===== src/hw/rtl/four_level_page_table_walker_assert.svh =====
// Assertion macros for the four-level page table walker.
// Used by the top level; expects i_clk and i_rst_n in scope.
`ifndef FOUR_LEVEL_PAGE_TABLE_WALKER_ASSERT_SVH
`define FOUR_LEVEL_PAGE_TABLE_WALKER_ASSERT_SVH

// Check that a condition implies a consequence in the same cycle.
`define PTW_ASSERT_NOW(label, cond, cons) \
    label: assert property (@(posedge i_clk) disable iff (!i_rst_n) \
        (cond) |-> (cons)) else $error("page table walker check failed");

// Check that a condition implies a consequence in the next cycle.
`define PTW_ASSERT_NEXT(label, cond, cons) \
    label: assert property (@(posedge i_clk) disable iff (!i_rst_n) \
        (cond) |=> (cons)) else $error("page table walker check failed");

`endif


===== src/hw/rtl/ptw_pkg.sv =====
// Shared types, constants and helpers for the four-level page table walker.
// No dependencies.
`timescale 1ns / 1ps

package ptw_pkg;

    localparam int VA_W       = 48;
    localparam int DATA_W     = 64;
    localparam int PA_W       = 52;
    localparam int FRAME_W    = 40;
    localparam int IDX_W      = 9;
    localparam int LVL_W      = 3;
    localparam int STATUS_W   = 2;
    localparam int PAGE_OFS_W = 12;
    localparam int BIG_OFS_W  = 21;
    localparam int ENTRY_SH_W = 3;

    localparam int APB_ADDR_W = 4;
    localparam int APB_DATA_W = 64;

    // Register select: byte address bit 3 picks the 8-byte register slot
    localparam logic REG_TOP_FRAME = 1'b0;

    // Walk levels
    localparam logic [LVL_W-1:0] LVL_IDLE = 3'd0;
    localparam logic [LVL_W-1:0] LVL_PT   = 3'd1;
    localparam logic [LVL_W-1:0] LVL_PD   = 3'd2;
    localparam logic [LVL_W-1:0] LVL_PDPT = 3'd3;
    localparam logic [LVL_W-1:0] LVL_PML4 = 3'd4;

    // Input kinds
    localparam logic KIND_REQUEST  = 1'b0;
    localparam logic KIND_RESPONSE = 1'b1;

    // Result kinds
    localparam logic RES_READ = 1'b0;
    localparam logic RES_DONE = 1'b1;

    // Status codes
    localparam logic [STATUS_W-1:0] ST_OK_4K        = 2'd0;
    localparam logic [STATUS_W-1:0] ST_OK_2M        = 2'd1;
    localparam logic [STATUS_W-1:0] ST_NOT_PRESENT  = 2'd2;
    localparam logic [STATUS_W-1:0] ST_UNSUPPORTED  = 2'd3;

    // Entry bit positions
    localparam int ENTRY_PRESENT_BIT = 0;
    localparam int ENTRY_PS_BIT      = 7;

    typedef struct packed {
        logic [LVL_W-1:0] level;
        logic [VA_W-1:0]  vaddr;
    } t_walk_state;

    typedef struct packed {
        logic                valid;
        logic                kind;
        logic [PA_W-1:0]     addr;
        logic [STATUS_W-1:0] status;
    } t_step_res;

    // Pick the 9-bit table index of a virtual address for a walk level
    function automatic logic [IDX_W-1:0] level_index(
        input logic [VA_W-1:0]  va,
        input logic [LVL_W-1:0] lvl
    );
        logic [IDX_W-1:0] idx;
        idx = '0;
        case (lvl)
            LVL_PML4: idx = va[47:39];
            LVL_PDPT: idx = va[38:30];
            LVL_PD:   idx = va[29:21];
            LVL_PT:   idx = va[20:12];
            default:  idx = '0;
        endcase
        return idx;
    endfunction

endpackage


===== src/hw/rtl/four_level_page_table_walker.sv =====
// Four-level x86-64 page table walker top level: input register, step logic,
// result register, APB config. Depends on ptw_pkg, ptw_cfg_regs, ptw_next_step.
//
// Usage:
//   Slave stream (s_axis_*): tuser = kind (0 request, 1 read response);
//   tdata = req_va for a request, mem_data for a response.
//   Master stream (m_axis_*): tuser = result_kind (0 read request for an
//   entry, 1 translation finished); tdata = phys_addr and status.
//   A request answers with a read of the PML4 entry; each response answers
//   with the next entry read or the final result. A response while no walk is
//   running produces nothing. A request during a walk restarts the walk.
//   APB: one 64-bit register at byte address 0, the top-level table frame;
//   write it only while the walker is idle.
// Pipeline:
//   An accepted item passes the input register, then the result register,
//   to master valid; one item per cycle while m_axis_tready is high. The walk
//   state register is updated as each item leaves the input register.
// Reset: clears the frame register, the walk state and both valid flags.
// Stall: while m_axis_tready is low the result holds; one more item may wait
//   in the input register, after which s_axis_tready drops.
`timescale 1ns / 1ps
`include "four_level_page_table_walker_assert.svh"

module four_level_page_table_walker (
    input  logic                           i_clk,
    input  logic                           i_rst_n,
    // Slave stream
    input  logic                           s_axis_tvalid,
    output logic                           s_axis_tready,
    input  logic [111:0]                   s_axis_tdata,  // [47:0] req_va, [111:48] mem_data
    input  logic                           s_axis_tuser,  // [0] kind
    // Master stream
    output logic                           m_axis_tvalid,
    input  logic                           m_axis_tready,
    output logic [55:0]                    m_axis_tdata,  // [51:0] phys_addr, [53:52] status, zero pad
    output logic                           m_axis_tuser,  // [0] result_kind
    // APB config
    input  logic                           psel,
    input  logic                           penable,
    input  logic                           pwrite,
    input  logic [ptw_pkg::APB_ADDR_W-1:0] paddr,
    input  logic [ptw_pkg::APB_DATA_W-1:0] pwdata,
    output logic [ptw_pkg::APB_DATA_W-1:0] prdata,
    output logic                           pready
);
    import ptw_pkg::*;

    logic [FRAME_W-1:0] top_frame;

    logic               r_in_valid;
    logic               r_in_kind;
    logic [VA_W-1:0]    r_in_vaddr;
    logic [DATA_W-1:0]  r_in_mem;

    t_walk_state        r_state;
    t_walk_state        n_state;
    t_step_res          step_res;

    logic               r_out_valid;
    logic               r_out_kind;
    logic [PA_W-1:0]    r_out_addr;
    logic [STATUS_W-1:0] r_out_status;

    logic               in_fire;
    logic               out_free;
    logic               advance;

    ptw_cfg_regs u_cfg (
        .i_clk       (i_clk),
        .i_rst_n     (i_rst_n),
        .psel        (psel),
        .penable     (penable),
        .pwrite      (pwrite),
        .paddr       (paddr),
        .pwdata      (pwdata),
        .prdata      (prdata),
        .pready      (pready),
        .o_top_frame (top_frame)
    );

    ptw_next_step u_step (
        .i_kind      (r_in_kind),
        .i_req_va    (r_in_vaddr),
        .i_mem_data  (r_in_mem),
        .i_top_frame (top_frame),
        .i_state     (r_state),
        .o_state     (n_state),
        .o_res       (step_res)
    );

    // Handshake: the input register drains whenever the result slot is free
    assign out_free      = !r_out_valid || m_axis_tready;
    assign advance       = r_in_valid && out_free;
    assign s_axis_tready = !r_in_valid || advance;
    assign in_fire       = s_axis_tvalid && s_axis_tready;

    // Control registers
    always_ff @(posedge i_clk) begin
        if (!i_rst_n) begin
            r_in_valid  <= 1'b0;
            r_out_valid <= 1'b0;
            r_state     <= '0;
        end else begin
            if (in_fire) begin
                r_in_valid <= 1'b1;
            end else if (advance) begin
                r_in_valid <= 1'b0;
            end
            if (advance) begin
                r_state     <= n_state;
                r_out_valid <= step_res.valid;
            end else if (m_axis_tready) begin
                r_out_valid <= 1'b0;
            end
        end
    end

    // Capture an accepted transaction
    always_ff @(posedge i_clk) begin
        if (in_fire) begin
            r_in_kind  <= s_axis_tuser;
            r_in_vaddr <= s_axis_tdata[VA_W-1:0];
            r_in_mem   <= s_axis_tdata[VA_W+DATA_W-1:VA_W];
        end
    end

    // Load the result register
    always_ff @(posedge i_clk) begin
        if (advance && step_res.valid) begin
            r_out_kind   <= step_res.kind;
            r_out_addr   <= step_res.addr;
            r_out_status <= step_res.status;
        end
    end

    assign m_axis_tvalid = r_out_valid;
    assign m_axis_tuser  = r_out_kind;
    assign m_axis_tdata  = {2'b00, r_out_status, r_out_addr};

    // Walk level stays at idle or within the four table levels
    `PTW_ASSERT_NOW(a_level_range, 1'b1, r_state.level <= LVL_PML4)

    // Entry read requests always carry an ok status
    `PTW_ASSERT_NOW(a_read_status, m_axis_tvalid && m_axis_tuser == RES_READ, m_axis_tdata[53:52] == ST_OK_4K)

    // Faults report a zero address
    `PTW_ASSERT_NOW(a_fault_addr, m_axis_tvalid && (m_axis_tdata[53:52] == ST_NOT_PRESENT || m_axis_tdata[53:52] == ST_UNSUPPORTED), m_axis_tdata[51:0] == '0)

    // A processed request arms the top level of the walk
    `PTW_ASSERT_NEXT(a_req_arms, advance && r_in_kind == KIND_REQUEST, r_state.level == LVL_PML4 && r_out_valid)

endmodule


===== src/hw/rtl/ptw_cfg_regs.sv =====
// APB register block of the page table walker: holds the top-level table frame.
// Depends on ptw_pkg.
`timescale 1ns / 1ps

module ptw_cfg_regs (
    input  logic                           i_clk,
    input  logic                           i_rst_n,
    input  logic                           psel,
    input  logic                           penable,
    input  logic                           pwrite,
    input  logic [ptw_pkg::APB_ADDR_W-1:0] paddr,
    input  logic [ptw_pkg::APB_DATA_W-1:0] pwdata,
    output logic [ptw_pkg::APB_DATA_W-1:0] prdata,
    output logic                           pready,
    output logic [ptw_pkg::FRAME_W-1:0]    o_top_frame
);
    import ptw_pkg::*;

    logic [FRAME_W-1:0] r_top_frame;
    logic [FRAME_W-1:0] n_top_frame;
    logic               wr_hit;

    assign pready = 1'b1;
    assign wr_hit = psel && penable && pwrite && (paddr[3] == REG_TOP_FRAME);

    // Take the low 40 bits of a write to the frame register
    always_comb begin
        n_top_frame = r_top_frame;
        if (wr_hit) begin
            n_top_frame = pwdata[FRAME_W-1:0];
        end
    end

    always_ff @(posedge i_clk) begin
        if (!i_rst_n) begin
            r_top_frame <= '0;
        end else begin
            r_top_frame <= n_top_frame;
        end
    end

    // Read back: unmapped slots read zero
    always_comb begin
        prdata = '0;
        if (paddr[3] == REG_TOP_FRAME) begin
            prdata = {{(APB_DATA_W-FRAME_W){1'b0}}, r_top_frame};
        end
    end

    assign o_top_frame = r_top_frame;

endmodule


===== src/hw/rtl/ptw_next_step.sv =====
// Combinational step of the page table walker: one item in, next walk state
// and at most one result out. Depends on ptw_pkg.
`timescale 1ns / 1ps

module ptw_next_step (
    input  logic                        i_kind,
    input  logic [ptw_pkg::VA_W-1:0]    i_req_va,
    input  logic [ptw_pkg::DATA_W-1:0]  i_mem_data,
    input  logic [ptw_pkg::FRAME_W-1:0] i_top_frame,
    input  ptw_pkg::t_walk_state        i_state,
    output ptw_pkg::t_walk_state        o_state,
    output ptw_pkg::t_step_res          o_res
);
    import ptw_pkg::*;

    logic [LVL_W-1:0] lower_lvl;
    logic             present;
    logic             big_page;

    assign lower_lvl = i_state.level - 3'd1;
    assign present   = i_mem_data[ENTRY_PRESENT_BIT];
    assign big_page  = i_mem_data[ENTRY_PS_BIT];

    always_comb begin
        o_state = i_state;
        o_res   = '0;
        if (i_kind == KIND_REQUEST) begin
            // Start a new walk, dropping any walk in flight
            o_state.vaddr = i_req_va;
            o_state.level = LVL_PML4;
            o_res.valid   = 1'b1;
            o_res.kind    = RES_READ;
            o_res.addr    = {i_top_frame, level_index(i_req_va, LVL_PML4),
                             {ENTRY_SH_W{1'b0}}};
            o_res.status  = ST_OK_4K;
        end else if (i_state.level == LVL_IDLE || i_state.level > LVL_PML4) begin
            // Stray response: drop it
            o_res.valid = 1'b0;
        end else if (i_state.level == LVL_PT) begin
            // Last level: present bit is not checked
            o_state.level = LVL_IDLE;
            o_res.valid   = 1'b1;
            o_res.kind    = RES_DONE;
            o_res.addr    = {i_mem_data[PA_W-1:PAGE_OFS_W],
                             i_state.vaddr[PAGE_OFS_W-1:0]};
            o_res.status  = ST_OK_4K;
        end else if (!present) begin
            o_state.level = LVL_IDLE;
            o_res.valid   = 1'b1;
            o_res.kind    = RES_DONE;
            o_res.status  = ST_NOT_PRESENT;
        end else if (i_state.level == LVL_PDPT && big_page) begin
            o_state.level = LVL_IDLE;
            o_res.valid   = 1'b1;
            o_res.kind    = RES_DONE;
            o_res.status  = ST_UNSUPPORTED;
        end else if (i_state.level == LVL_PD && big_page) begin
            // 2 MB page ends the walk one level early
            o_state.level = LVL_IDLE;
            o_res.valid   = 1'b1;
            o_res.kind    = RES_DONE;
            o_res.addr    = {i_mem_data[PA_W-1:BIG_OFS_W],
                             i_state.vaddr[BIG_OFS_W-1:0]};
            o_res.status  = ST_OK_2M;
        end else begin
            // Descend one level and request its entry
            o_state.level = lower_lvl;
            o_res.valid   = 1'b1;
            o_res.kind    = RES_READ;
            o_res.addr    = {i_mem_data[PA_W-1:PAGE_OFS_W],
                             level_index(i_state.vaddr, lower_lvl),
                             {ENTRY_SH_W{1'b0}}};
            o_res.status  = ST_OK_4K;
        end
    end

endmodule

===== config.mk =====
export PLATFORM = sky130hd
export DESIGN_NAME = four_level_page_table_walker
export DESIGN_NICKNAME = d
export VERILOG_FILES = /design/src/hw/rtl/ptw_pkg.sv /design/src/hw/rtl/four_level_page_table_walker.sv /design/src/hw/rtl/ptw_cfg_regs.sv /design/src/hw/rtl/ptw_next_step.sv
export VERILOG_INCLUDE_DIRS = /design/src /design/src/hw/rtl
export SDC_FILE = /design/constraint.sdc
export NUM_CORES = 1
export LEC_CHECK = 0
export BUFFER_PORTS_ARGS = -buffer_cell sky130_fd_sc_hd__buf_2
export CORE_ASPECT_RATIO = 0.9
export CORE_MARGIN = 2
export CORE_UTILIZATION = 45
export DETAILED_ROUTE_END_ITERATION = 8
export PLACE_DENSITY = 0.74
export SYNTH_ARGS = -nofsm -noshare
export SYNTH_HDL_FRONTEND = slang
export SYNTH_HIERARCHICAL = 1
export SYNTH_SLANG_ARGS = --single-unit

===== constraint.sdc =====
create_clock -name i_clk -period 4.55 [get_ports i_clk]
set_input_delay 0.6825 -clock i_clk [delete_from_list [all_inputs] [get_ports i_clk]]
set_output_delay 0.6825 -clock i_clk [all_outputs]
set_load 0.02 [all_outputs]

==> metrics, run 1 <==
CP endpoint kind flop; WL final 23600 microns; initial drt markers between 300 and 400; # H-tree levels 1; max_cap viols 0; Core ar. approximately 22000 sq um; placed cell areas 11400 sq um; worst relative slew slack between 20% and 30%; Power Dens Cells about 390 nW/um^2; final hold vios 0; Reg2Reg Launch Point r_state[48]; clock group share of total power between 40 and 50%; Comb power frac slightly below 8%; clk slew on worst S/H paths about 0.060 ns; CP top delay family simple AND/OR/NAND/NOR gates; Max Fclk between 0.3 and 0.4 GHz; GRT Util Overall between 10% and 20%; post-layout power roughly 4.7 mW; Final Max Tran Viols 0; Crit-path slowest cell nand2_2; Max Root-Sink Buffers 3; hold_buf cts 0; post-DR wirelength/cell roughly 17 microns; Post-Synthesis Cell Area between 10000 and 15000 sq um; Reg2Reg Setup Slack between 1.5 and 2 ns; IO Pins approximately 310; Final setup viols 0; antenna violations before repair 3; fraction of layout cells with a size suffix above 1 between 30% and 40%; Finished Cell Area ~12000 sq um; Root Driver clkbuf_16; Clock Latency Late Sink 0.52 ns; Synth Warn # 6; worst vdd ir around 0.00025 V; total CTS buffers 25; Tightest Hold Check Type input port to flop; crit path cell chain inv_1 > ha_1 > xnor2_2 > nand2_2 > o32ai_1; Clock Skew around 0.01 ns; data required time of the worst path between 4 and 5 ns; Reg2Reg Capture Point r_out_addr[32]; antenna-violating nets left 0; WHS Path Cells 1; Synth Area per Inst about 12 sq um; Switch Pwr 1.07 mW; P_int 3.66 mW; type of origin of the critical path flop; GP Congestion between 0.8 and 0.9; Worst Slack Setup Final between 1.5 and 2 ns; drt first pass iters 6; Clock Sinks 230; Worst-Margin Slew ~1.1 ns; Nets around 1300; Post-Synthesis Cells roughly 870; die area between 20000 and 25000 sq um; postcts setup bufs 0; Tmin final just under 3 ns; Place WS around 1.6 ns; WS Path Type flop to flop; depth of the most critical reg-to-reg path 5; Worst Path Arrival 3.21 ns; P_leak between 4 and 5 nW; vias in the first global route slightly below 7000; Chip Height between 100 and 150 microns; # DRC 0; Vias per Instance between 4 and 5; Site Rows 52; CTS resizes 0; CP Max Fanout 42; Switching Share about 23%; vias 6873; first-pass GRT wire length around 36000 microns; I/O Buffers approximately 240; DPL Wire Length 15800 microns; Crit path buffers/inverters 1; total gr overflow 0; Starting Density between 40 and 50%; hold endpoint r_in_mem[22]; area grow syn2layout 18.4%; start point of the worst hold path s_axis_tdata[70]; status completed; largest net degree at the start of global routing a little under 90; Post-Route Setup TNS 0 ns; CP max stage delay approximately 0.72 ns; Seq pwr share about half; Die Width approximately 160 microns; period utilisation layout roughly two thirds; RSZ-0062 raised after global routing no; fin util a little over half; CTS tree built
[power groups by stage]
stage / sequential (mW) / combinational (mW) / clock [mW]
2_1_floorplan: 2.41 / 0.253 / 0
3_3_place_gp: 2.40 / 0.364 / 0
3_5_place_dp: 2.40 / 0.372 / 0
4_1_cts: 2.35 / 0.373 / 2.05
5_1_grt: 2.36 / 0.406 / 2.14
6_report: 2.35 / 0.370 / 2.01
[worst max-delay path by stage]
stage                            from        endpoint  cells after the start
after global placement    r_state[48]  r_out_addr[24]                      7
final                     r_state[48]  r_out_addr[32]                      5
after detailed placement  r_state[48]  r_out_addr[26]                      7
after global routing      r_state[48]  r_out_addr[32]                      5
after CTS                 r_state[48]  r_out_addr[25]                      7
after floorplan           r_state[48]    m_axis_tuser                      6
[placed cells by master (no fill, tap or decap), types with 9 or more instances in the layout]
cell type and n:
edfxtp_1 146, dfxtp_1 84, conb_1 27, buf_4 11
and2_1 9, nand2_1 170, mux2_2 36, o32ai_1 41
o221ai_1 9, nand2b_1 10, mux2i_1 91, inv_1 86
clkbuf_16 25, nor2b_1 43, buf_2 234
[sequential cells by signal, indices dropped and copies added, names as in the netlist, 2 cells and up]
register           flops
r_in_vaddr            48
u_cfg/o_top_frame     40
r_in_mem              42
r_state               42
r_out_addr            52
r_out_status           2
[worst reg2reg max path, stage by stage, from the launching register on]
cell and delay (ns):
dfxtp_1 0.37, inv_1 0.12, ha_1 0.26, xnor2_2 0.53
nand2_2 0.73, o32ai_1 0.69
[metrics by stage]
stage	hold slack, ns	instances
floorplan	0.435	895
global placement	0.443	1348
detailed placement	0.449	1348
CTS	0.311	1394
global route	0.309	1396
finish	0.336	1397
[cell type report]
type / instances / area [sq um]
clock inverters: 12 / 111
diodes: 3 / 7.51
well taps: 297 / 372
fillers: 1958 / 10300
repair buffers: 245 / 1250
clock buffers: 34 / 709
inverters: 87 / 327
multi-input cells: 489 / 3350
flip-flops and latches: 230 / 6070
[metal layers]
metal	vias to the layer above	track usage [%]	share of wire, %
li1	3356	-	-
met2	220	31.5	48
met1	3256	25.7	43
met5	-	0	0
met4	0	6.36	2.9
met3	41	3.54	6.0
Note: power is estimated with default switching activity, not from simulation.
==> run 2, diff against run 1 <==
- ABC_AREA: not set -> 1
- clock period: 4.55 -> 3.1 ns (I/O delays scaled with it)
==> metrics, run 2 <==
status completed; # DRC 0 (unchanged); depth of the most critical reg-to-reg path 8 (+3); vias in the first global route 7409 (+9.0%); first-pass GRT wire length 38900 microns (+7.6%); Nets 1626 (+28%); CP top delay family buffers and inverters; P_leak 5.80 nW (+21%); Most Frequent Cell on Critical Path nand2_1; commonest non-fill, non-tap cells in the layout nand2_1 (386), buf_2 (235), nor2_1 (167); period utilisation layout 73.9% (+9.3 points); WS Path Type flop to flop; area grow syn2layout 17.7%; max_cap viols 0 (unchanged); crit path cell chain inv_1 > ha_1 > nand2_1 > nand3_2 > a21oi_4 > buf_4 > nand2_1 > nand2_1; CTS resizes 0 (unchanged); drt first pass iters 5 (-1); IO Pins 312 (unchanged); worst relative slew slack 42.5% (+17 points); DPL Wire Length 17300 microns (+9.9%); Site Rows 52 (unchanged); final hold vios 0 (unchanged); Reg2Reg Setup Slack 0.81 ns (-0.80 ns); CP endpoint kind flop; Worst Slack Setup Final 0.808 ns (-0.799 ns); Tmin final 2.29 ns (-0.651 ns); Tightest Hold Check Type input port to flop; Vias per Instance 4.76 (-3.3%); placed cell areas 11600 sq um (+2.0%); Worst setup endpoint r_out_addr[36]; Final setup viols 0 (unchanged); Finished Cell Area 12300 sq um (+0.99%); Post-Route Setup TNS 0 ns (unchanged); Worst-Margin Slew 0.862 ns (-0.259 ns); max reg flops 52 (unchanged); hold_buf cts 0 (unchanged); Reg with most FFs r_out_addr; initial drt markers 683 (+73%); Clock Latency Late Sink 0.52 ns (about the same); Starting Density 46.2% (+0.34 points); clk slew on worst S/H paths 0.06 ns (about the same); vias 8319 (+21%); Crit path buffers/inverters 2 (+1); Reg2Reg Capture Point r_out_addr[36]; Synth Area per Inst 8.47 sq um (-28%); Synth Warn # 6 (unchanged); CP max stage delay 0.46 ns (-0.26 ns); Max Root-Sink Buffers 3 (unchanged); Core ar. 22600 sq um (+0.87%); Post-Synthesis Cell Area 10500 sq um (+1.6%); Clock Skew 0.0222 ns (+0.0119 ns); total CTS buffers 25 (unchanged); GP Congestion 0.825 (+0.19%); fraction of layout cells with a size suffix above 1 21.0% (-9.2 points); Setup crit start r_state[48]; CTS tree built; GRT Util Overall 20.1% (+0.93 points); I/O Buffers 235 (unchanged); Place WS 0.846 ns (-0.801 ns); Max Fclk 0.436 GHz (+28%); Root Driver clkbuf_16; WL final 25500 microns (+8.0%); data required time of the worst path 3.47 ns (-1.35 ns); Crit path depth 8 (+3); total gr overflow 0 (unchanged); Chip Height 149 microns (+0.78%); antenna violations before repair 1 (-2); Crit-path slowest cell a21oi_4; Final Max Tran Viols 0 (unchanged); CP Max Fanout 25 (-40%); most common cell after layout, fill and taps aside nand2_1; largest net degree at the start of global routing 87 (-1.1%); antenna-violating nets left 0 (unchanged); type of origin of the critical path flop; Clock Sinks 230 (unchanged); post-DR wirelength/cell 14.6 microns (-14%); # H-tree levels 1 (unchanged); die area 24500 sq um (+1.6%); worst vdd ir 0.000411 V (+61%); Power Dens Cells 563 nW/um^2 (+45%); Reg2Reg Launch Point r_state[48]; postcts setup bufs 0 (unchanged); Worst Path Arrival 2.67 ns (-0.54 ns); fillers 2112 (+7.9%); Post-Synthesis Cells 1235 (+42%); RSZ-0062 raised after global routing no; Largest regs r_out_addr (52), r_in_vaddr (48); Die Width 165 microns (+0.78%)
[run 2: how the worst min path moves through the flow]
| stage | depth (start not counted) | from | slack, ns | end |
|---|---|---|---|---|
| final | 1 | s_axis_tdata[33] | 0.12 | r_in_vaddr[33] |
| after global routing | 1 | s_axis_tdata[44] | 0.10 | r_in_vaddr[44] |
| after CTS | 1 | s_axis_tdata[20] | 0.1 | r_in_vaddr[20] |
| after detailed placement | 2 | u_cfg/o_top_frame[26] | 0.49 | u_cfg/o_top_frame[26] |
| after global placement | 2 | u_cfg/o_top_frame[12] | 0.49 | u_cfg/o_top_frame[12] |
| after floorplan | 2 | r_state[20] | 0.47 | r_state[20] |
[run 2: layout make-up]
class                   count  area, sq um  area share, %
clock inverters            10         45.0          0.366
flip-flops and latches    230         6070           49.3
multi-input cells         775         3260           26.5
well taps                 297          372           3.02
clock buffers              34          669           5.44
diodes                      1         2.50         0.0203
inverters                 151          569           4.62
repair buffers            250         1330           10.8
[run 2: where the power goes]
part	switching, mW	total [mW]	internal (mW)
combinational	0.503	0.750	0.247
clock	1.15	2.65	1.50
sequential	0.0827	3.52	3.44
total	1.74	6.93	5.19
[run 2: per-stage QoR]
step                hold slack, ns  power, mW  cells  utilization [%]
floorplan                    0.473       4.12   1259                -
global placement             0.487       4.32   1703             51.2
detailed placement           0.492       4.34   1703             51.2
CTS                         0.0956       7.00   1747             54.4
global route                 0.102       7.21   1748             54.4
finish                       0.116       6.93   1748             54.4
[run 2: per-layer routing]
| metal | up-vias | track usage, % | part of all wire, % |
|---|---|---|---|
| li1 | 4186 | - | - |
| met1 | 3773 | 29.0 | 46 |
| met2 | 302 | 31.2 | 45 |
| met3 | 58 | 3.04 | 6.6 |
| met4 | 0 | 6.48 | 3.2 |
| met5 | - | 0 | 0 |
==> run 3, diff against run 2 <==
- ABC_AREA: 1 -> 0
- PLACE_DENSITY: 0.74 -> 0.77
- clock period: 3.1 -> 1.95 ns (I/O delays scaled with it)
==> metrics, run 3 (synthesis gave the netlist of run 1 again) <==
clock group share of total power 43.4% (+5.1 points); P_int 8.98 mW (+73%); # H-tree levels 1 (unchanged); WL final 25600 microns (+0.50%); Max Root-Sink Buffers 3 (unchanged); antenna-violating nets left 0 (unchanged); Clock Skew 0.0126 ns (-0.00956 ns); Max Fclk 0.537 GHz (+23%); Core ar. 22400 sq um (-0.86%); Largest regs r_out_addr (52), r_in_vaddr (48); Tmin final 1.86 ns (-0.429 ns); Place WS 0.0977 ns (-0.748 ns); Die Width 163 microns (-0.78%); vias 7398 (-11%); Worst Path Arrival 2.10 ns (-0.57 ns); final hold vios 0 (unchanged); start point of the worst hold path pwdata[20]; Worst-Margin Slew 0.530 ns (-0.332 ns); P_leak 5.35 nW (-7.8%); commonest non-fill, non-tap cells in the layout buf_2 (234), nand2_1 (169), edfxtp_1 (146); first-pass GRT wire length 39500 microns (+1.7%); hold endpoint u_cfg/o_top_frame[20]; DPL Wire Length 16000 microns (-7.8%); max reg flops 52 (unchanged); drt first pass iters 6 (+1); Starting Density 45.9% (-0.34 points); Reg2Reg Setup Slack 0.09 ns (-0.72 ns); area taken by multi-input logic gates 3380 sq um (+3.5%); Crit-path slowest cell a222oi_1; Reg2Reg Launch Point r_state[48]; M1 GR Usage 27.0% (-2.0 points); Reg with most FFs r_out_addr; CP max stage delay 0.42 ns (-0.04 ns); GRT busiest layer met2; antenna violations before repair 2 (+1); Tightest Hold Check Type input port to flop; Post-Route Setup TNS 0 ns (unchanged); worst vdd ir 0.000679 V (+65%); GRT Util Overall 20.9% (+0.78 points); Power Dens Cells 861 nW/um^2 (+53%); depth of the most critical reg-to-reg path 6 (-2); GRT met2 Usage 35.9% (+4.7 points); total gr overflow 0 (unchanged); fillers 1767 (-16%); met3 Track Usage GR 3.17% (+0.13 points); Comb power frac 9.2% (-1.6 points); status completed; Chip Height 148 microns (-0.78%); CP endpoint kind flop; Final setup viols 0 (unchanged); fraction of layout cells with a size suffix above 1 29.9% (+8.9 points); CP Max Fanout 9 (-64%); WHS Path Cells 3 (+2); FF+latch area 6070 sq um (about the same); period utilisation layout 95.5% (+22 points); most common cell after layout, fill and taps aside buf_2; Vias per Instance 4.92 (+3.4%); crit path cell chain inv_4 > ha_1 > buf_4 > a222oi_1 > nand3b_1 > o221ai_1; Reg2Reg Capture Point r_out_addr[3]; RSZ-0062 raised after global routing no; Seq pwr share 47.4% (-3.5 points); data required time of the worst path 2.19 ns (-1.28 ns); initial drt markers 559 (-18%); worst relative slew slack 64.6% (+22 points); area grow syn2layout 30.9%; GP Congestion 0.857 (+3.9%); postcts setup bufs 0 (unchanged); Switching Share 22.6% (-2.5 points); Final Max Tran Viols 0 (unchanged); CP top delay family compound AO/OA/AOI/OAI gates; vias in the first global route 7343 (-0.89%); Clock Sinks 230 (unchanged); largest net degree at the start of global routing 92 (+5.7%); clk slew on worst S/H paths 0.06 ns (about the same); I/O Buffers 235 (unchanged); Switch Pwr 2.62 mW (+51%); total CTS buffers 25 (unchanged); Clock Latency Late Sink 0.52 ns (about the same); post-DR wirelength/cell 17.0 microns (+17%); Root Driver clkbuf_16; type of origin of the critical path flop; # DRC 0 (unchanged); WS Path Type flop to flop; max_cap viols 0 (unchanged); IO Pins 312 (unchanged); Nets 1378 (-15%); Site Rows 52 (unchanged); Worst Slack Setup Final 0.0872 ns (-0.721 ns); Crit path buffers/inverters 2 (unchanged); CTS tree built; die area 24100 sq um (-1.5%)
run 3: cell types whose count changed in the layout (fill, tap and decap cells not counted), moves of 36 or more:
cell and change:
dlygate4sd3_1 +92, o32ai_1 +41, mux2_2 +36, nor2b_1 +43
nand2_1 -217, nand3_1 -101, inv_1 -59, a21oi_1 -49
mux2i_1 +90, nor2_1 -162
run 3: cell type report:
class	count	area share, %
Antenna cell	3	0.0557
Clock inverter	14	1.37
Clock buffer	32	5.22
Inverter	87	2.44
Multi-Input combinational cell	489	25.0
Timing Repair Buffer	352	18.1
Tap cell	297	2.76
Sequential cell	230	45.0
run 3: per-stage QoR:
| step | total power, mW | hold slack [ns] | instances | utilization (%) | instance area, sq um |
|---|---|---|---|---|---|
| after floorplan | 6.22 | 0.391 | 895 | - | 10400 |
| after global placement | 6.50 | 0.443 | 1363 | 51.9 | 11700 |
| after detailed placement | 6.52 | 0.455 | 1363 | 51.9 | 11700 |
| after CTS | 11.7 | 0.000861 | 1501 | 60.0 | 13500 |
| after global routing | 12.0 | 0.0131 | 1503 | 60.0 | 13500 |
| final | 11.6 | 0.0209 | 1504 | 60.0 | 13500 |
run 3: power groups by stage:
stage	Sequential (mW)	Clock, mW	Combinational [mW]
after floorplan	5.63	0	0.597
after global placement	5.60	0	0.897
after detailed placement	5.60	0	0.913
after CTS	5.50	5.11	1.06
after global routing	5.52	5.31	1.16
final	5.50	5.03	1.07
run 3: timing repair:
action	4_1_cts	5_1_grt
gates resized for setup	0	2
endpoints found under the hold margin	92	0
setup endpoints to repair	0	2
hold buffers	92	0
run 3: how the worst max path moves through the flow:
| stage | slack (ns) | startpoint | depth (start not counted) | to |
|---|---|---|---|---|
| after global placement | 0.12 | r_state[48] | 6 | r_out_addr[3] |
| after floorplan | -0.28 | r_state[48] | 6 | m_axis_tuser |
| after global routing | 0.005 | r_state[48] | 6 | r_out_addr[3] |
| final | 0.09 | r_state[48] | 6 | r_out_addr[3] |
| after CTS | 0.09 | r_in_kind | 3 | r_out_status[0] |
| after detailed placement | 0.1 | r_in_kind | 3 | r_out_status[0] |
run 3: metal layers:
layer | vias up | wire length, microns
met2 | 256 | 12600
met4 | 0 | 806
met1 | 3510 | 10900
met3 | 55 | 1310
met5 | - | 0
li1 | 3577 | -
run 3: worst min-delay path, delay by kind of cell:
family	cells	cell delay, ns
mux	1	0.05
simple gates	1	0.05
buf+inv	1	0.09
